### config.mk
export PLATFORM = sky130hd
export DESIGN_NAME = rgb_to_yuv_pixel_packer_top
export DESIGN_NICKNAME = d
export VERILOG_FILES = /design/src/design/rgb2yuv_pkg.sv /design/src/design/rgb_to_yuv_pixel_packer_top.sv
export SDC_FILE = /design/constraint.sdc
export NUM_CORES = 1
export LEC_CHECK = 0
export BUFFER_PORTS_ARGS = -buffer_cell sky130_fd_sc_hd__buf_2
export CAP_MARGIN = 20
export CORE_MARGIN = 4
export CORE_UTILIZATION = 43
export DETAILED_ROUTE_END_ITERATION = 6
export PLACE_DENSITY_LB_ADDON = 0.15
export SLEW_MARGIN = 20
export SYNTH_ARGS = -nofsm -noshare
export SYNTH_HDL_FRONTEND = slang
export SYNTH_SLANG_ARGS = --single-unit
### constraint.sdc
create_clock -name i_clk -period 7.7 [get_ports i_clk]
set_clock_uncertainty 0.2 [all_clocks]
set_input_delay 0.385 -clock i_clk [delete_from_list [all_inputs] [get_ports i_clk]]
set_output_delay 0.385 -clock i_clk [all_outputs]
set_load 0.02 [all_outputs]
### src/design/rgb2yuv_pkg.sv
// ----------------------------------------------------------------------------
// rgb2yuv_pkg
// Shared types and constants for the RGB to YUV pixel packer: output format
// codes, register indexes and the integer BT.601 coefficients.
// ----------------------------------------------------------------------------
package rgb2yuv_pkg;

    typedef enum logic [1:0] {
        FMT_NONE     = 2'd0,
        FMT_NV16     = 2'd1,
        FMT_UYV565   = 2'd2,
        FMT_AYUV4444 = 2'd3
    } t_format;

    // register index as decoded from paddr[2]
    localparam logic REG_FORMAT = 1'b0;
    localparam logic REG_WIDTH  = 1'b1;

    localparam logic [12:0] WIDTH_RESET = 13'd640;

    // coefficient magnitudes; signs are applied in the adder terms
    localparam logic [16:0] C_Y_R = 17'd66;
    localparam logic [16:0] C_Y_G = 17'd129;
    localparam logic [16:0] C_Y_B = 17'd25;
    localparam logic [16:0] C_U_R = 17'd38;
    localparam logic [16:0] C_U_G = 17'd74;
    localparam logic [16:0] C_U_B = 17'd112;
    localparam logic [16:0] C_V_R = 17'd112;
    localparam logic [16:0] C_V_G = 17'd94;
    localparam logic [16:0] C_V_B = 17'd18;

    localparam logic [16:0] C_ROUND       = 17'd128;
    // 128 * 256 added before the shift keeps the chroma sums non-negative
    localparam logic [16:0] C_CHROMA_BIAS = 17'd32768;
    localparam logic [8:0]  C_Y_OFFSET    = 9'd16;
    localparam logic [8:0]  C_MAX_BYTE    = 9'd255;

endpackage

### src/design/rgb_to_yuv_pixel_packer_top.sv
// ----------------------------------------------------------------------------
// rgb_to_yuv_pixel_packer_top
// Converts RGB pixels to BT.601 YUV, one per clock while the receiver keeps up,
// and packs each as NV16 bytes, a UYV565 word or an AYUV4444 word.
// ----------------------------------------------------------------------------
// Usage:
//   Input channel  i_valid / o_ready carries i_red, i_green, i_blue.
//   Output channel o_valid / i_ready carries o_luma, o_chroma, o_packed_word.
//   A request is taken on a clock edge where valid and ready are both high.
//   Pixels arrive in raster order; line_width sets the row length so the
//   NV16 column parity restarts on every row.
//   A pixel passes one input register, then the conversion feeding the output
//   register. Throughput is one pixel per clock while the receiver keeps up,
//   set by the single conversion stage.
//   With output_format 0 a pixel produces no output but still advances the
//   column count.
//   When the receiver stalls, the output register holds its word and the
//   input register takes one more pixel before o_ready drops.
//   Synchronous reset empties both registers, clears the column count and
//   the NV16 chroma holds, and loads output_format = NV16, line_width = 640.
//   Registers (APB, pready always high): 0x0 output_format, 0x4 line_width.
//   Write them only while the block is idle.
// ----------------------------------------------------------------------------
module rgb_to_yuv_pixel_packer_top
    import rgb2yuv_pkg::*;
#(
    parameter int MAX_LINE_WIDTH = 4096
) (
    input  logic        i_clk,
    input  logic        i_rst_n,
    input  logic        psel,
    input  logic        penable,
    input  logic        pwrite,
    input  logic [2:0]  paddr,
    input  logic [31:0] pwdata,
    output logic [31:0] prdata,
    output logic        pready,
    input  logic        i_valid,
    output logic        o_ready,
    input  logic [7:0]  i_red,
    input  logic [7:0]  i_green,
    input  logic [7:0]  i_blue,
    output logic        o_valid,
    input  logic        i_ready,
    output logic [7:0]  o_luma,
    output logic [7:0]  o_chroma,
    output logic [15:0] o_packed_word
);

    localparam int CW = (MAX_LINE_WIDTH > 2) ? $clog2(MAX_LINE_WIDTH) : 1;
    localparam int WW = (CW + 1 > 13) ? CW + 1 : 13;

    // configuration
    t_format     r_format;
    logic [12:0] r_width;
    logic        cfg_wr;

    // pipeline
    logic        r_s1_valid;
    logic [7:0]  r_red;
    logic [7:0]  r_green;
    logic [7:0]  r_blue;
    logic        r_out_valid;
    logic [7:0]  r_luma;
    logic [7:0]  r_chroma;
    logic [15:0] r_packed;
    logic        out_free;
    logic        s1_fire;

    // state
    logic [CW-1:0] r_col;
    logic [CW-1:0] n_col;
    logic [7:0]    r_held_u;
    logic [7:0]    r_held_v;
    logic [7:0]    n_held_u;
    logic [7:0]    n_held_v;
    logic [7:0]    n_luma;
    logic [7:0]    n_chroma;
    logic [15:0]   n_packed;

    // datapath
    logic [16:0] red_x;
    logic [16:0] green_x;
    logic [16:0] blue_x;
    logic [16:0] y_sum;
    logic [16:0] u_sum;
    logic [16:0] v_sum;
    logic [8:0]  y_full;
    logic [7:0]  y_val;
    logic [7:0]  u_val;
    logic [7:0]  v_val;
    logic [8:0]  avg_sum;
    logic [7:0]  avg_held;
    logic [7:0]  avg_new;
    logic        col_even;
    logic [WW-1:0] width_eff;
    logic [WW-1:0] col_inc;

    // ---------------- configuration port ----------------
    assign pready = 1'b1;
    assign cfg_wr = psel && penable && pwrite;

    always_ff @(posedge i_clk) begin
        if (!i_rst_n) begin
            r_format <= FMT_NV16;
            r_width  <= WIDTH_RESET;
        end else if (cfg_wr) begin
            case (paddr[2])
                REG_FORMAT: r_format <= t_format'(pwdata[1:0]);
                REG_WIDTH:  r_width  <= pwdata[12:0];
                default:    r_width  <= r_width;
            endcase
        end
    end

    always_comb begin
        case (paddr[2])
            REG_FORMAT: prdata = {30'd0, r_format};
            REG_WIDTH:  prdata = {19'd0, r_width};
            default:    prdata = 32'd0;
        endcase
    end

    // ---------------- handshake ----------------
    assign out_free = !r_out_valid || i_ready;
    assign s1_fire  = r_s1_valid && out_free;
    assign o_ready  = !r_s1_valid || out_free;

    always_ff @(posedge i_clk) begin
        if (!i_rst_n) begin
            r_s1_valid <= 1'b0;
        end else if (o_ready) begin
            r_s1_valid <= i_valid;
        end
    end

    always_ff @(posedge i_clk) begin
        if (o_ready && i_valid) begin
            r_red   <= i_red;
            r_green <= i_green;
            r_blue  <= i_blue;
        end
    end

    // ---------------- color conversion ----------------
    assign red_x   = {9'd0, r_red};
    assign green_x = {9'd0, r_green};
    assign blue_x  = {9'd0, r_blue};

    assign y_sum = C_Y_R * red_x + C_Y_G * green_x + C_Y_B * blue_x + C_ROUND;
    // chroma sums stay within 0..65535 after the bias, so 17-bit wrap is exact
    assign u_sum = C_CHROMA_BIAS + C_ROUND + C_U_B * blue_x
                   - C_U_R * red_x - C_U_G * green_x;
    assign v_sum = C_CHROMA_BIAS + C_ROUND + C_V_R * red_x
                   - C_V_G * green_x - C_V_B * blue_x;

    assign y_full = y_sum[16:8] + C_Y_OFFSET;
    assign y_val  = (y_full > C_MAX_BYTE) ? 8'hFF : y_full[7:0];
    // biased chroma lands in 16..240, never above a byte
    assign u_val  = u_sum[15:8];
    assign v_val  = v_sum[15:8];

    // ---------------- NV16 chroma averaging ----------------
    assign col_even = !r_col[0];
    assign avg_held = col_even ? r_held_u : r_held_v;
    assign avg_new  = col_even ? u_val : v_val;
    assign avg_sum  = {1'b0, avg_held} + {1'b0, avg_new};

    // ---------------- column counter ----------------
    always_comb begin
        width_eff = WW'(r_width);
        if (width_eff == '0) begin
            width_eff = WW'(1);
        end
        if (width_eff > WW'(MAX_LINE_WIDTH)) begin
            width_eff = WW'(MAX_LINE_WIDTH);
        end
        col_inc = WW'({1'b0, r_col}) + WW'(1);
        n_col   = (col_inc >= width_eff) ? '0 : col_inc[CW-1:0];
    end

    // ---------------- output formatting ----------------
    always_comb begin
        n_held_u = r_held_u;
        n_held_v = r_held_v;
        n_luma   = 8'd0;
        n_chroma = 8'd0;
        n_packed = 16'd0;
        case (r_format)
            FMT_NV16: begin
                n_luma   = y_val;
                n_chroma = (avg_held != 8'd0) ? avg_sum[8:1] : avg_new;
                if (col_even) begin
                    n_held_v = v_val;
                end else begin
                    n_held_u = u_val;
                end
            end
            FMT_UYV565: begin
                n_packed = {u_val[7:3], y_val[7:2], v_val[7:3]};
            end
            FMT_AYUV4444: begin
                n_packed = {4'h1, y_val[7:4], u_val[7:4], v_val[7:4]};
            end
            default: begin
                n_packed = 16'd0;
            end
        endcase
    end

    always_ff @(posedge i_clk) begin
        if (!i_rst_n) begin
            r_col       <= '0;
            r_held_u    <= 8'd0;
            r_held_v    <= 8'd0;
            r_out_valid <= 1'b0;
        end else begin
            if (out_free) begin
                r_out_valid <= r_s1_valid && (r_format != FMT_NONE);
            end
            if (s1_fire) begin
                r_col    <= n_col;
                r_held_u <= n_held_u;
                r_held_v <= n_held_v;
            end
        end
    end

    always_ff @(posedge i_clk) begin
        if (s1_fire) begin
            r_luma   <= n_luma;
            r_chroma <= n_chroma;
            r_packed <= n_packed;
        end
    end

    assign o_valid       = r_out_valid;
    assign o_luma        = r_luma;
    assign o_chroma      = r_chroma;
    assign o_packed_word = r_packed;

endmodule

# --- Word-level counts from Yosys, hierarchy flattened ---
# Index checks and enable logic that the tools add are counted.
word_totals:
  register_bits: 101
  out_inout_bits: 67
op_classes:
  add_sub_neg: 12
  multipliers: 9
  n_lt_le_gt_ge: 3
  n_eq_ne: 3
  muxes: 9
  n_bitwise: 2
  n_reduce_logical: 16
op_table:
  columns: ["operator", "count"]
  rows:
  - ["32-bit case mux with 2 select lines", 1]
  - ["6-bit by 8-bit multiplier with 14-bit output, first input constant", 3]
  - ["16-bit by 15-bit adder with 16-bit output, first input constant", 2]
  - ["8-bit two-way mux", 4]
  - ["16-bit case mux with 2 select lines", 1]
  - ["16-bit by 15-bit subtractor with 16-bit output", 2]
  - ["5-bit by 8-bit multiplier with 13-bit output, first input constant", 2]
  - ["13-bit two-way mux", 2]
  - ["3-bit by 8-bit multiplier with 11-bit output, first input constant", 2]
  - ["15-bit by 16-bit adder with 17-bit output", 1]
  - ["17-bit by 13-bit adder with 17-bit output", 1]
  - ["17-bit by 8-bit adder with 17-bit output, second input constant", 1]
  - ["8-bit by 8-bit multiplier with 16-bit output, first input constant", 1]
  - ["16-bit by 13-bit subtractor with 16-bit output", 1]
  - ["16-bit by 14-bit subtractor with 16-bit output", 1]
  - ["12-bit by 1-bit adder with 13-bit output, second input constant", 1]
  - ["13-bit >= comparator", 1]
  - ["13-bit greater-than comparator, second input constant", 1]
  - ["13-bit logical NOT", 1]
  - ["4-bit by 8-bit multiplier with 12-bit output, first input constant", 1]
  - ["12-bit two-way mux", 1]
  - ["8-bit by 8-bit adder with 9-bit output", 1]
  - ["9-bit by 5-bit adder with 9-bit output, second input constant", 1]
  - ["9-bit by 8-bit greater-than comparator with 1-bit output, second input constant", 1]
  - ["other kinds (10)", 20]

# --- Longest topological paths before layout ---
# Gate-level depths: netlist of run 1.
depth:
  word_depth: 8
  ltp_mapped: 34
  mapped_depth_nobuf: 34

# --- Worst setup path before layout of run 1 ---
# No wires, ideal clock.
synth_path:
  path_kind: "reg2reg"
  from: "register r_green[2]"
  to: "register r_chroma[6], in the netlist o_chroma[6] (data pin)"
  arrival_time_ns: 6.939
  required_time_ns: 7.342
  slack_ns: 0.403
  stages_incl_launch_ff: 32
  path_buffers: 0
  period_less_slack_ns: 7.297
  cell_sequence: "edfxtp_1 > inv_1 > fa_1 > inv_1 > ha_1 > fa_1 > inv_1 > fa_1 > nor2b_1 > o21ai_0 > a21boi_0 > o21ai_0 > a21boi_0 > o21ai_0 > a21boi_0 > nor2_1 > fa_1 > inv_1 > ha_1 > ha_1 > nand3_1 > nor3_1 > or3_1 > a21oi_1 > xnor2_1 > nand2_1 > o21ai_0 > ha_1 > inv_1 > a2111o_1 > a2111o_1 > o211ai_1"
synth_between:
  elab_chain_len: 6
  elab_cells_between_ends: 8
  cone_classes: "add/sub: 4; mul: 2; mux: 2"
synth_rtl:
  columns: ["element", "line", "source"]
  rows:
  - ["from (decl)", "rgb_to_yuv_pixel_packer_top.sv:61", "logic [7:0] r_green;"]
  - ["from (signal assigned)", "rgb_to_yuv_pixel_packer_top.sv:140", "r_green <= i_green;"]
  - ["6-bit by 8-bit multiplier with 14-bit output", "rgb_to_yuv_pixel_packer_top.sv:155", "- C_V_G * green_x - C_V_B * blue_x;"]
  - ["16-bit by 15-bit subtractor with 16-bit output", "rgb_to_yuv_pixel_packer_top.sv:155", null]
  - ["16-bit by 13-bit subtractor with 16-bit output", "rgb_to_yuv_pixel_packer_top.sv:155", null]
  - ["8-bit two-way mux *", "rgb_to_yuv_pixel_packer_top.sv:166", "assign avg_new = col_even ? u_val : v_val;"]
  - ["8-bit by 8-bit adder with 9-bit output", "rgb_to_yuv_pixel_packer_top.sv:167", "assign avg_sum = {1'b0, avg_held} + {1'b0, avg_new};"]
  - ["8-bit two-way mux *", "rgb_to_yuv_pixel_packer_top.sv:192", "n_chroma = (avg_held != 8'd0) ? avg_sum[8:1] : avg_new;"]
  - ["to (signal assigned)", "rgb_to_yuv_pixel_packer_top.sv:232", "r_chroma <= n_chroma;"]
  - ["to (decl)", "rgb_to_yuv_pixel_packer_top.sv:65", "logic [7:0] r_chroma;"]
# Every way passes the cells marked *; elsewhere a longest branch is shown, timed or not.
# A chain may end at the register's enable or synchronous reset.

# --- Worst setup path after layout of run 1 ---
layout_path:
  from: "register r_red[2]"
  to: "register r_packed[10], in the netlist o_packed_word[10] (data pin)"
layout_between:
  elab_chain_len: 8
layout_rtl:
  columns: ["element", "line", "source"]
  rows:
  - ["from (decl)", "rgb_to_yuv_pixel_packer_top.sv:60", "logic [7:0] r_red;"]
  - ["from (signal assigned)", "rgb_to_yuv_pixel_packer_top.sv:139", "r_red <= i_red;"]
  - ["6-bit by 8-bit multiplier with 14-bit output *", "rgb_to_yuv_pixel_packer_top.sv:150", "assign y_sum = C_Y_R * red_x + C_Y_G * green_x + C_Y_B * blue_x + C_ROUND;"]
  - ["15-bit by 16-bit adder with 17-bit output *", "rgb_to_yuv_pixel_packer_top.sv:150", null]
  - ["17-bit by 13-bit adder with 17-bit output *", "rgb_to_yuv_pixel_packer_top.sv:150", null]
  - ["17-bit by 8-bit adder with 17-bit output *", "rgb_to_yuv_pixel_packer_top.sv:150", null]
  - ["9-bit by 5-bit adder with 9-bit output *", "rgb_to_yuv_pixel_packer_top.sv:157", "assign y_full = y_sum[16:8] + C_Y_OFFSET;"]
  - ["9-bit by 8-bit greater-than comparator with 1-bit output", "rgb_to_yuv_pixel_packer_top.sv:158", "assign y_val = (y_full > C_MAX_BYTE) ? 8'hFF : y_full[7:0];"]
  - ["8-bit two-way mux *", "rgb_to_yuv_pixel_packer_top.sv:158", null]
  - ["16-bit case mux with 2 select lines *", "rgb_to_yuv_pixel_packer_top.sv:189", "case (r_format)"]
  - ["via n_packed[10]", "rgb_to_yuv_pixel_packer_top.sv:79", "logic [15:0] n_packed;"]
  - ["to (signal assigned)", "rgb_to_yuv_pixel_packer_top.sv:233", "r_packed <= n_packed;"]
  - ["to (decl)", "rgb_to_yuv_pixel_packer_top.sv:66", "logic [15:0] r_packed;"]
# The timed path passes the listed nets; every way through them passes the cells marked *.

==> results of run 1 <==
[synth_stat cells, types with 4 or more instances]
cell and instances:
sky130_fd_sc_hd__o21a_1 11, sky130_fd_sc_hd__xor2_1 20, sky130_fd_sc_hd__dfxtp_1 45, sky130_fd_sc_hd__nand2b_1 5
sky130_fd_sc_hd__ha_1 250, sky130_fd_sc_hd__mux2_2 11, sky130_fd_sc_hd__o21bai_1 15, sky130_fd_sc_hd__a211oi_1 6
sky130_fd_sc_hd__o211ai_1 4, sky130_fd_sc_hd__nor2_1 81, sky130_fd_sc_hd__and3_1 8, sky130_fd_sc_hd__clkbuf_1 18
sky130_fd_sc_hd__a21oi_1 88, sky130_fd_sc_hd__nor4_1 6, sky130_fd_sc_hd__buf_1 4, sky130_fd_sc_hd__and2_1 15
sky130_fd_sc_hd__xnor2_1 59, sky130_fd_sc_hd__nor2b_1 12, sky130_fd_sc_hd__nand3_1 24, sky130_fd_sc_hd__fa_1 88
sky130_fd_sc_hd__inv_1 227, sky130_fd_sc_hd__a21boi_0 10, sky130_fd_sc_hd__o21ai_0 42, sky130_fd_sc_hd__edfxtp_1 56
sky130_fd_sc_hd__buf_4 20, sky130_fd_sc_hd__a22oi_1 8, sky130_fd_sc_hd__nand2_1 101, sky130_fd_sc_hd__mux2i_1 12
sky130_fd_sc_hd__a31oi_1 6, sky130_fd_sc_hd__o22ai_1 4, sky130_fd_sc_hd__a21o_1 18, sky130_fd_sc_hd__nor3_1 11
sky130_fd_sc_hd__or2_2 4
[metrics by stage]
step	setup WS [ns]	utilization	cell area (sq um)	instances	hold slack, ns
detailed placement	0.124	0.472	13500	1836	0.247
floorplan	0.403	-	12500	1365	0.233
global placement	0.203	0.472	13500	1836	0.240
finish	0.399	0.492	14100	1876	0.0239
global route	0.0235	0.492	14100	1876	0.0278
CTS	0.0639	0.490	14000	1876	0.0165
[critical path, cell delays in order, from the launching register on]
cell                       delay, ns
sky130_fd_sc_hd__edfxtp_1       0.49
sky130_fd_sc_hd__ha_1           0.33
sky130_fd_sc_hd__ha_1           0.29
sky130_fd_sc_hd__ha_1           0.31
sky130_fd_sc_hd__fa_1           0.44
sky130_fd_sc_hd__ha_1           0.31
sky130_fd_sc_hd__fa_1           0.47
sky130_fd_sc_hd__fa_1           0.55
sky130_fd_sc_hd__inv_1          0.06
sky130_fd_sc_hd__fa_1           0.53
sky130_fd_sc_hd__inv_1          0.04
sky130_fd_sc_hd__ha_1           0.34
sky130_fd_sc_hd__a21o_1         0.22
sky130_fd_sc_hd__a21oi_2        0.19
sky130_fd_sc_hd__o211a_1        0.21
sky130_fd_sc_hd__nor3_1         0.07
sky130_fd_sc_hd__or2_2          0.32
sky130_fd_sc_hd__ha_1           0.25
sky130_fd_sc_hd__nor2b_1        0.17
sky130_fd_sc_hd__a21o_1         0.18
sky130_fd_sc_hd__a22oi_1        0.17
sky130_fd_sc_hd__o211ai_1       0.13
sky130_fd_sc_hd__a311oi_2       0.27
sky130_fd_sc_hd__xnor2_2        0.19
sky130_fd_sc_hd__o31a_1         0.33
[layout make-up]
class                   count  area [sq um]  share of cell area
multi-input cells         994          8880               0.631
flip-flops and latches    101          2580               0.183
repair buffers            154           988              0.0702
inverters                 227           852              0.0605
well taps                 384           480              0.0341
clock buffers               9           225              0.0160
clock inverters             7          66.3             0.00471
[repair_timing]
item / in CTS / in global routing
hold buffers: 24 / 0
gates resized for setup: 0 / 14
endpoints found under the setup margin: 0 / 10
hold endpoints to repair: 24 / 0
setup buffers: 0 / 0
[placed cells by master, fill, tap and decap left out, types with 18 or more instances in the layout]
cell type | netlist | layout
sky130_fd_sc_hd__buf_4 | 20 | 39
sky130_fd_sc_hd__inv_1 | 227 | 224
sky130_fd_sc_hd__nand2_1 | 101 | 101
sky130_fd_sc_hd__xnor2_1 | 59 | 58
sky130_fd_sc_hd__ha_1 | 250 | 250
sky130_fd_sc_hd__conb_1 | 2 | 20
sky130_fd_sc_hd__nand3_1 | 24 | 24
sky130_fd_sc_hd__a21o_1 | 18 | 18
sky130_fd_sc_hd__xor2_1 | 20 | 20
sky130_fd_sc_hd__dlygate4sd3_1 | 0 | 24
sky130_fd_sc_hd__buf_2 | 0 | 91
sky130_fd_sc_hd__a21oi_1 | 88 | 87
sky130_fd_sc_hd__dfxtp_1 | 45 | 45
sky130_fd_sc_hd__fa_1 | 88 | 88
sky130_fd_sc_hd__o21ai_0 | 42 | 40
sky130_fd_sc_hd__nor2_1 | 81 | 80
sky130_fd_sc_hd__edfxtp_1 | 56 | 56
[sequential cells by signal (all words and copies together) (netlist names)]
register / count
r_blue: 8
r_green: 8
o_chroma: 8
r_s1_valid: 1
r_col: 12
o_luma: 8
o_valid: 1
r_format: 2
r_red: 8
r_width: 13
r_held_v: 8
o_packed_word: 16
r_held_u: 8
[per-layer routing]
layer	part of all wire	vias up	track usage
li1	-	4792	-
met1	0.48	4293	0.269
met2	0.47	137	0.319
met3	0.032	18	0.0212
met4	0.014	0	0.0390
met5	0	-	0
[cell families after synthesis]
group,count (synthesis),share of synthesized area
xor gates and xnor gates,80,0.0569
muxes,23,0.0196
buffers and inverters,270,0.0876
other,2,0.000603
and+or+nand+nor,290,0.110
DFF,101,0.207
AOI/OAI and AO/OA,243,0.125
adders and majority gates,338,0.393
[worst max-delay path by stage]
stage | from | end | slack, ns
2_1_floorplan | r_green[2] | o_chroma[6] | 0.40
3_3_place_gp | r_green[3] | o_chroma[6] | 0.20
3_5_place_dp | r_green[4] | o_chroma[6] | 0.12
4_1_cts | r_green[4] | o_chroma[6] | 0.06
5_1_grt | r_green[2] | o_chroma[6] | 0.02
6_report | r_red[2] | o_packed_word[10] | 0.40
==> impl_metrics.yaml, run 1 <==
hold_path:
  timing.hold.worst.start: "pwdata[7]"
  holdPathStages: 3
  worst_hold_path.endpoint: "r_width[7]"
  worst_hold_path_type: "primary input to register"
clock_tree:
  htree_levels: 3
  path_clk_slew_ns: 0.09
  clock-sinks: 101
  clk-insertion-delay-late_ns: 0.37
  clockBufferDepth: 2
  clock-root-buffer: "sky130_fd_sc_hd__clkbuf_16"
  tritoncts: "yes"
  number_of_buffers_added_by_the_clock_tree_synthesis_step: 9
logic_synthesis:
  ys_async_sr_fraction: 0
  yosys-top-cells-area: "sky130_fd_sc_hd__ha_1, sky130_fd_sc_hd__fa_1, sky130_fd_sc_hd__edfxtp_1, sky130_fd_sc_hd__dfxtp_1, sky130_fd_sc_hd__inv_1"
  synth-seq-cells: 101
  synth-main-ff-cell: "sky130_fd_sc_hd__edfxtp_1"
  yosysTopAreaCell: "sky130_fd_sc_hd__ha_1"
  ys_types: 73
  yosysSeqAreaShare: 0.207
  post_synth.cell_area_avg_sq_um: 9.24
  yosys.area.top_type_share: 0.251
  synthCells: 1347
  netlist_area_sq_um: 12400
  yosys_warnings: 0
  number_of_synthesized_flops_with_an_enable_pin: 56
grt:
  via_count_of_the_first_global_routing_pass: 9169
  pin_count_of_the_biggest_net_entering_global_routing: 34
  globalRouteTotalUtil: 0.191
  grt_overflow_total: 0
  grt_pass1_wl_mm: 47.9
  number_of_antenna_violations_at_the_first_check_in_global_routing: 0
critical_path:
  r2r_slack_ns: 0.40
  worst_r2r_startpoint: "r_red[2]"
  critical_path.endpoint_type: "register"
  cp.required_ns: 7.62
  reg2reg_to: "o_packed_word[10]"
  worstSetupPathType: "register to register"
  crit_arrival_ns: 7.22
  critical_path_peak_fanout: 8
  depth_of_the_worst_register_to_register_path: 24
  timing.critical_path.from_type: "register"
finish:
  fillers: 2766
  finish.net_count: 1891
  area_delta_synth_final_pct: 13.1
  antennaDiodeCount: 0
  post_route_cells_drive_above_1_share: 0.125
routing:
  drc: 0
  route.antenna.remaining_nets: 0
  route.vias.total: 9240
  sum_of_routed_wire_length_over_all_layers_mm: 29.1
  drtIter0Drc: 393
  viasPerCell: 4.93
  firstDrtPassIters: 5
  wl_cell_microns: 15.5
timing:
  setup_tns_ns: 0
  max-slew-margin-rel: 0.343
  tightestPinTransition_ns: 0.984
  final-max-slew-violation-count: 0
  layout_min_cycle_time_ns: 7.30
  max_freq_mhz: 137
  grt_setup_unrepaired: "no"
  finalHoldViolCount: 0
  fin_crit_sh: 0.948
  total_of_endpoints_with_negative_setup_slack_in_the_final_report: 0
placed_design:
  detailedPlacementHpwl_mm: 24.1
  count_of_input_and_output_buffers: 91
  gp_congestion: 0.858
status:
  run_status: "finished clean"
floorplan:
  die-width_microns: 178
  design.die.area_sq_um: 31700
  rows: 62
  io_pins: 133
  die_extent_in_y_microns: 178
  start_util: 0.435
  core_area_sq_um: 28600
job:
  maxCapViolCount: 0
Power of run 1 is not shown: default switching activity piles up to over one toggle a cycle in this logic, so the estimate is an artifact.
==> inputs of run 2 (changes only) <==
--- a/config.mk
+++ b/config.mk
@@ -5,12 +5,14 @@
 export SDC_FILE = /design/constraint.sdc
 export NUM_CORES = 1
 export LEC_CHECK = 0
+export ABC_AREA = 1
 export BUFFER_PORTS_ARGS = -buffer_cell sky130_fd_sc_hd__buf_2
 export CAP_MARGIN = 20
 export CORE_MARGIN = 4
 export CORE_UTILIZATION = 43
 export DETAILED_ROUTE_END_ITERATION = 6
 export PLACE_DENSITY_LB_ADDON = 0.15
+export RECOVER_POWER = 25
 export SLEW_MARGIN = 20
 export SYNTH_ARGS = -nofsm -noshare
 export SYNTH_HDL_FRONTEND = slang
==> run 2 against run 1 <==
  * Die area is 4.4% higher
  * Cell count up 15%
  * Cell area is 2.1% higher
  * Critical path depth is 8 higher
  * Sequential share of layout area down 0.38 points
  * Hold slack worse by 0.012 ns
  * Fmax about the same
  * Routed wire length increased by 5.9%
  * Via count is 14% higher
  * Register-to-register slack barely moved
  * Global-route usage down 0.056 points
  * First-iteration DRC count grew 28%
  * Critical path type unchanged
  * Critical endpoint is now o_chroma[6]
==> impl_metrics.yaml, run 2 <==
status:
  run_status: "finished clean"
timing:
  hold-worst-slack_ns: 0.0115
  fin_crit_sh: 0.949
  layout_min_cycle_time_ns: 7.31
  max_freq_mhz: 137
  tightestPinTransition_ns: 1.12
  setup_tns_ns: 0
  final-max-slew-violation-count: 0
  finalHoldViolCount: 0
  max-slew-margin-rel: 0.255
  grt_setup_unrepaired: "yes"
  total_of_endpoints_with_negative_setup_slack_in_the_final_report: 0
logic_synthesis:
  yosys_warnings: 0
  number_of_synthesized_flops_with_an_enable_pin: 56
  synth_mux_area_frac: 0.000768
  synthCells: 1655
  netlist_area_sq_um: 13000
  yosysTopAreaCell: "sky130_fd_sc_hd__ha_1"
  synth_compound_area_frac: 0.0899
  post_synth_and_or_nand_nor_area_fraction: 0.174
  ys_types: 43
  yosysSeqAreaShare: 0.198
  synth.top_cells.by_count: "sky130_fd_sc_hd__inv_1, sky130_fd_sc_hd__nand2_1, sky130_fd_sc_hd__ha_1"
  synth_top_family_by_area: "adder cells"
  synth-main-ff-cell: "sky130_fd_sc_hd__edfxtp_1"
  synth.most_common_cell: "sky130_fd_sc_hd__inv_1"
  synth-seq-cells: 101
  yosys.area.top_type_share: 0.240
  post_synth.cell_area_avg_sq_um: 7.87
  xor_xnor_share_of_the_synthesized_area: 0.0424
  ys_async_sr_fraction: 0
  yosys-top-cells-area: "sky130_fd_sc_hd__ha_1, sky130_fd_sc_hd__fa_1, sky130_fd_sc_hd__edfxtp_1, sky130_fd_sc_hd__inv_1, sky130_fd_sc_hd__nand2_1"
  yosys.area_share.adder: 0.375
grt:
  grt_overflow_total: 0
  grt_pass1_wl_mm: 51.5
  globalRouteTotalUtil: 0.191
  pin_count_of_the_biggest_net_entering_global_routing: 33
  via_count_of_the_first_global_routing_pass: 10300
  number_of_antenna_violations_at_the_first_check_in_global_routing: 0
finish:
  postLayoutCellArea_sq_um: 14400
  largest_register_ffs: 16
  area_delta_synth_final_pct: 10.3
  most_common_cell_after_layout_fill_and_taps_aside: "sky130_fd_sc_hd__inv_1"
  antennaDiodeCount: 0
  post_route_cells_drive_above_1_share: 0.0569
  fillers: 3013
  layout_common_cells: "sky130_fd_sc_hd__inv_1, sky130_fd_sc_hd__nand2_1, sky130_fd_sc_hd__ha_1"
  finish.net_count: 2174
job:
  maxCapViolCount: 0
critical_path:
  worstSetupPathType: "register to register"
  crit_path_max_incr_delay_ns: 0.57
  critical_path_peak_fanout: 4
  crit_path_frequent_cell: "sky130_fd_sc_hd__inv_1"
  cp.required_ns: 7.61
  timing.critical_path.from_type: "register"
  crit_arrival_ns: 7.22
  critical_path.endpoint_type: "register"
  crit_path_top_delay_cell: "sky130_fd_sc_hd__fa_1"
routing:
  drc: 0
  wl_cell_microns: 14.2
  route.vias.total: 10500
  firstDrtPassIters: 5
  route.antenna.remaining_nets: 0
  drtIter0Drc: 502
  sum_of_routed_wire_length_over_all_layers_mm: 30.8
  viasPerCell: 4.85
hold_path:
  worst_hold_path_type: "primary input to register"
floorplan:
  core_area_sq_um: 29800
  io_pins: 133
  start_util: 0.437
  design.die.area_sq_um: 33100
  rows: 63
  die_extent_in_y_microns: 182
  die-width_microns: 182
clock_tree:
  clock-root-buffer: "sky130_fd_sc_hd__clkbuf_16"
  path_clk_slew_ns: 0.08
  clk-insertion-delay-late_ns: 0.36
  clock-sinks: 101
  tritoncts: "yes"
  number_of_buffers_added_by_the_clock_tree_synthesis_step: 9
  clockBufferDepth: 2
  htree_levels: 3
placed_design:
  gp_congestion: 0.903
  detailedPlacementHpwl_mm: 26.5
  count_of_input_and_output_buffers: 91
  detailed_place.area_sq_um: 13900
run 2: cell count changes in the layout (fill, tap and decap cells not counted), moves of 27 or more:
cell / before / now
sky130_fd_sc_hd__nand2_1: 101 / 328
sky130_fd_sc_hd__xnor2_1: 58 / 16
sky130_fd_sc_hd__buf_4: 39 / 12
sky130_fd_sc_hd__inv_1: 224 / 352
sky130_fd_sc_hd__nand3_1: 24 / 71
sky130_fd_sc_hd__xor2_1: 20 / 47
run 2: final timing paths:
check | depth (start not counted) | endpoint | slack [ns] | startpoint
setup / recovery | 32 | o_chroma[6] | 0.39 | r_green[5]
hold / removal | 1 | r_red[0] | 0.01 | i_red[0]
setup reg to reg | 32 | o_chroma[6] | 0.39 | r_green[5]
hold reg to reg | 2 | r_col[1] | 0.30 | r_col[1]
run 2: per-stage QoR:
stage                     instances  worst slack (ns)   util
after floorplan                1673             0.989      -
after global placement         2129             0.459  0.467
after detailed placement       2129             0.455  0.467
after CTS                      2165             0.414  0.483
after global routing           2165           -0.0174  0.482
final                          2165             0.392  0.482
run 2: kinds of logic after synthesis:
| family | count (synthesis) |
|---|---|
| xor gates and xnor gates | 63 |
| and+or+nand+nor | 546 |
| muxes | 1 |
| DFF | 101 |
| buffers and inverters | 391 |
| adders and majority gates | 338 |
| AOI/OAI and AO/OA | 213 |
| other | 2 |
run 2: layer usage:
layer	vias to the layer above	share of wire	global-route usage
li1	5497	-	-
met1	4799	0.50	0.274
met2	174	0.44	0.303
met3	40	0.032	0.0217
met4	0	0.027	0.0549
met5	-	0	0
run 2: what timing repair did:
action	4_1_cts	5_1_grt
setup buffers	0	0
setup endpoints to repair	0	3
hold buffers	20	0
resized for setup	0	1
hold endpoints to repair	20	0
run 2: layout make-up:
cell class | instances | area, sq um | area share
clock inverter | 7 | 63.8 | 0.00444
timing repair buffer | 123 | 714 | 0.0497
inverter | 354 | 1330 | 0.0924
sequential | 101 | 2580 | 0.180
multi-input combinational | 1181 | 8970 | 0.624
clock buffer | 9 | 225 | 0.0157
tap | 390 | 488 | 0.0339
run 2: critical path, delay by kind of cell, from the launching register on:
family          cells  cell delay (ns)
xor+xnor            1             0.16
fa+ha+maj           8             3.46
buf+inv             6             0.42
simple gates       10             1.00
flops               1             0.35
compound gates      7             1.45
Power of run 2 is left out for the same reason.
==> inputs of run 3 (changes only) <==
--- a/config.mk
+++ b/config.mk
@@ -5,7 +5,6 @@
 export SDC_FILE = /design/constraint.sdc
 export NUM_CORES = 1
 export LEC_CHECK = 0
-export ABC_AREA = 1
 export BUFFER_PORTS_ARGS = -buffer_cell sky130_fd_sc_hd__buf_2
 export CAP_MARGIN = 20
 export CORE_MARGIN = 4
==> run 3 against run 2 <==
  * Routed wire length down 5.5%
  * Count of clock-buffer cells in the layout unchanged
  * Critical path depth down 8
  * Global-route usage up 0.056 points
  * Core utilization up 0.82 points
  * Worst setup slack better by 0.0064 ns
  * The flow now finishes with violations (capacitance limit, slew limit)
  * Cell area down 2.3%
  * Fmax about the same
  * Die area down 4.3%
  * Via count down 12%
==> impl_metrics.yaml, run 3 (synthesis results as in run 1) <==
status:
  run_status: "complete, but fails checks"
  violated_checks: "capacitance limit, slew limit"
clock_tree:
  clock-root-buffer: "sky130_fd_sc_hd__clkbuf_16"
  clk-insertion-delay-late_ns: 0.37
  clockBufferDepth: 2
  number_of_buffers_added_by_the_clock_tree_synthesis_step: 9
  postCtsSetupRepairBufs: 0
  htree_levels: 3
  clock-sinks: 101
  tritoncts: "yes"
  path_clk_slew_ns: 0.09
placed_design:
  detailedPlacementHpwl_mm: 24.1
  gp_congestion: 0.858
  count_of_input_and_output_buffers: 91
finish:
  area_delta_synth_final_pct: 12.8
  most_common_cell_after_layout_fill_and_taps_aside: "sky130_fd_sc_hd__ha_1"
  antennaDiodeCount: 0
  post_route_cells_drive_above_1_share: 0.107
  finish.net_count: 1891
  largest_register_ffs: 16
  layout_common_cells: "sky130_fd_sc_hd__ha_1, sky130_fd_sc_hd__inv_1, sky130_fd_sc_hd__nand2_1"
routing:
  route.antenna.remaining_nets: 0
  sum_of_routed_wire_length_over_all_layers_mm: 29.1
  drtIter0Drc: 393
  drc: 0
  viasPerCell: 4.93
  wl_cell_microns: 15.5
  route.vias.total: 9251
  firstDrtPassIters: 5
timing:
  tightestPinTransition_ns: 1.52
  final-max-slew-violation-count: 32
  setup_tns_ns: 0
  grt_setup_unrepaired: "no"
  finalHoldViolCount: 0
  fin_crit_sh: 0.948
  max_freq_mhz: 137
  hold-worst-slack_ns: 0.0251
  total_of_endpoints_with_negative_setup_slack_in_the_final_report: 0
  layout_min_cycle_time_ns: 7.30
  max-slew-margin-rel: -0.0105
critical_path:
  timing.critical_path.from: "r_red[2]"
  reg2reg_to: "o_packed_word[10]"
  worstSetupEndpoint: "o_packed_word[10]"
  crit_path_frequent_cell: "sky130_fd_sc_hd__ha_1"
  cpLargestDelayFamily: "adder cells"
  crit_path_max_incr_delay_ns: 0.55
  worstSetupPathType: "register to register"
  worst_r2r_startpoint: "r_red[2]"
  timing.critical_path.from_type: "register"
  critical_path.endpoint_type: "register"
  critical_path_peak_fanout: 8
  crit_arrival_ns: 7.22
  cp.required_ns: 7.62
  depth_of_the_worst_register_to_register_path: 24
  timing.critical_path.cells: "ha_1 -> ha_1 -> ha_1 -> fa_1 -> ha_1 -> fa_1 -> fa_1 -> inv_1 -> fa_1 -> inv_1 -> ha_1 -> a21o_1 -> a21oi_2 -> o211a_1 -> nor3_1 -> or2_2 -> ha_1 -> nor2b_1 -> a21o_1 -> a22oi_1 -> o211ai_1 -> a311oi_2 -> xnor2_2 -> o31a_1"
  r2r_slack_ns: 0.40
  crit_path_top_delay_cell: "sky130_fd_sc_hd__fa_1"
  worst-path-buf-inv: 2
  timing.critical_path.depth: 24
floorplan:
  core_area_sq_um: 28600
  io_pins: 133
  start_util: 0.435
  die_extent_in_y_microns: 178
  rows: 62
  die-width_microns: 178
  design.die.area_sq_um: 31700
grt:
  grt_overflow_total: 0
  globalRouteTotalUtil: 0.191
  number_of_antenna_violations_at_the_first_check_in_global_routing: 0
  grt_pass1_wl_mm: 47.9
  pin_count_of_the_biggest_net_entering_global_routing: 34
  via_count_of_the_first_global_routing_pass: 9169
job:
  maxCapViolCount: 1
hold_path:
  timing.hold.worst.start: "pwdata[7]"
  worst_hold_path_type: "primary input to register"
[run 3: worst reg2reg max path, cell delays in order (launching register included)]
cell	delay, ns
sky130_fd_sc_hd__edfxtp_1	0.49
sky130_fd_sc_hd__ha_1	0.33
sky130_fd_sc_hd__ha_1	0.29
sky130_fd_sc_hd__ha_1	0.31
sky130_fd_sc_hd__fa_1	0.44
sky130_fd_sc_hd__ha_1	0.31
sky130_fd_sc_hd__fa_1	0.47
sky130_fd_sc_hd__fa_1	0.55
sky130_fd_sc_hd__inv_1	0.06
sky130_fd_sc_hd__fa_1	0.53
sky130_fd_sc_hd__inv_1	0.04
sky130_fd_sc_hd__ha_1	0.34
sky130_fd_sc_hd__a21o_1	0.22
sky130_fd_sc_hd__a21oi_2	0.19
sky130_fd_sc_hd__o211a_1	0.21
sky130_fd_sc_hd__nor3_1	0.07
sky130_fd_sc_hd__or2_2	0.32
sky130_fd_sc_hd__ha_1	0.25
sky130_fd_sc_hd__nor2b_1	0.17
sky130_fd_sc_hd__a21o_1	0.18
sky130_fd_sc_hd__a22oi_1	0.17
sky130_fd_sc_hd__o211ai_1	0.13
sky130_fd_sc_hd__a311oi_2	0.27
sky130_fd_sc_hd__xnor2_2	0.19
sky130_fd_sc_hd__o31a_1	0.33
[run 3: area by class of cell]
type / count / area (sq um)
Tap cell: 384 / 480
Clock buffer: 9 / 225
Sequential cell: 101 / 2580
Timing Repair Buffer: 154 / 953
Inverter: 227 / 852
Fill cell: 2778 / 14600
Multi-Input combinational cell: 994 / 8880
Clock inverter: 7 / 66.3
[run 3: worst min path at each step]
stage             endpoint  slack, ns  cells past startpoint
2_1_floorplan  r_held_v[1]       0.23                      2
4_1_cts         r_width[7]       0.02                      3
5_1_grt         r_width[7]       0.03                      3
3_5_place_dp   r_held_v[3]       0.25                      2
3_3_place_gp   r_held_v[3]       0.24                      2
6_report        r_width[7]       0.03                      3
[run 3: timing repair]
action	4_1_cts	5_1_grt
hold endpoints to repair	24	0
hold buffers	24	0
setup endpoints to repair	0	10
gates resized for setup	0	14
[run 3: per-stage QoR]
step            util  instance area (sq um)  setup slack (ns)  instances
2_1_floorplan      -                  12500             0.403       1365
4_1_cts        0.490                  14000            0.0639       1876
6_report       0.491                  14000             0.399       1876
5_1_grt        0.491                  14000            0.0235       1876
3_5_place_dp   0.472                  13500             0.124       1836
3_3_place_gp   0.472                  13500             0.203       1836
[run 3: per-layer routing]
metal / share of wire / track usage / up-vias
met5: 0 / 0 / -
met4: 0.014 / 0.0390 / 0
met3: 0.033 / 0.0212 / 18
met2: 0.47 / 0.319 / 130
met1: 0.48 / 0.269 / 4309
li1: - / - / 4794
Power of run 3 is left out for the same reason.
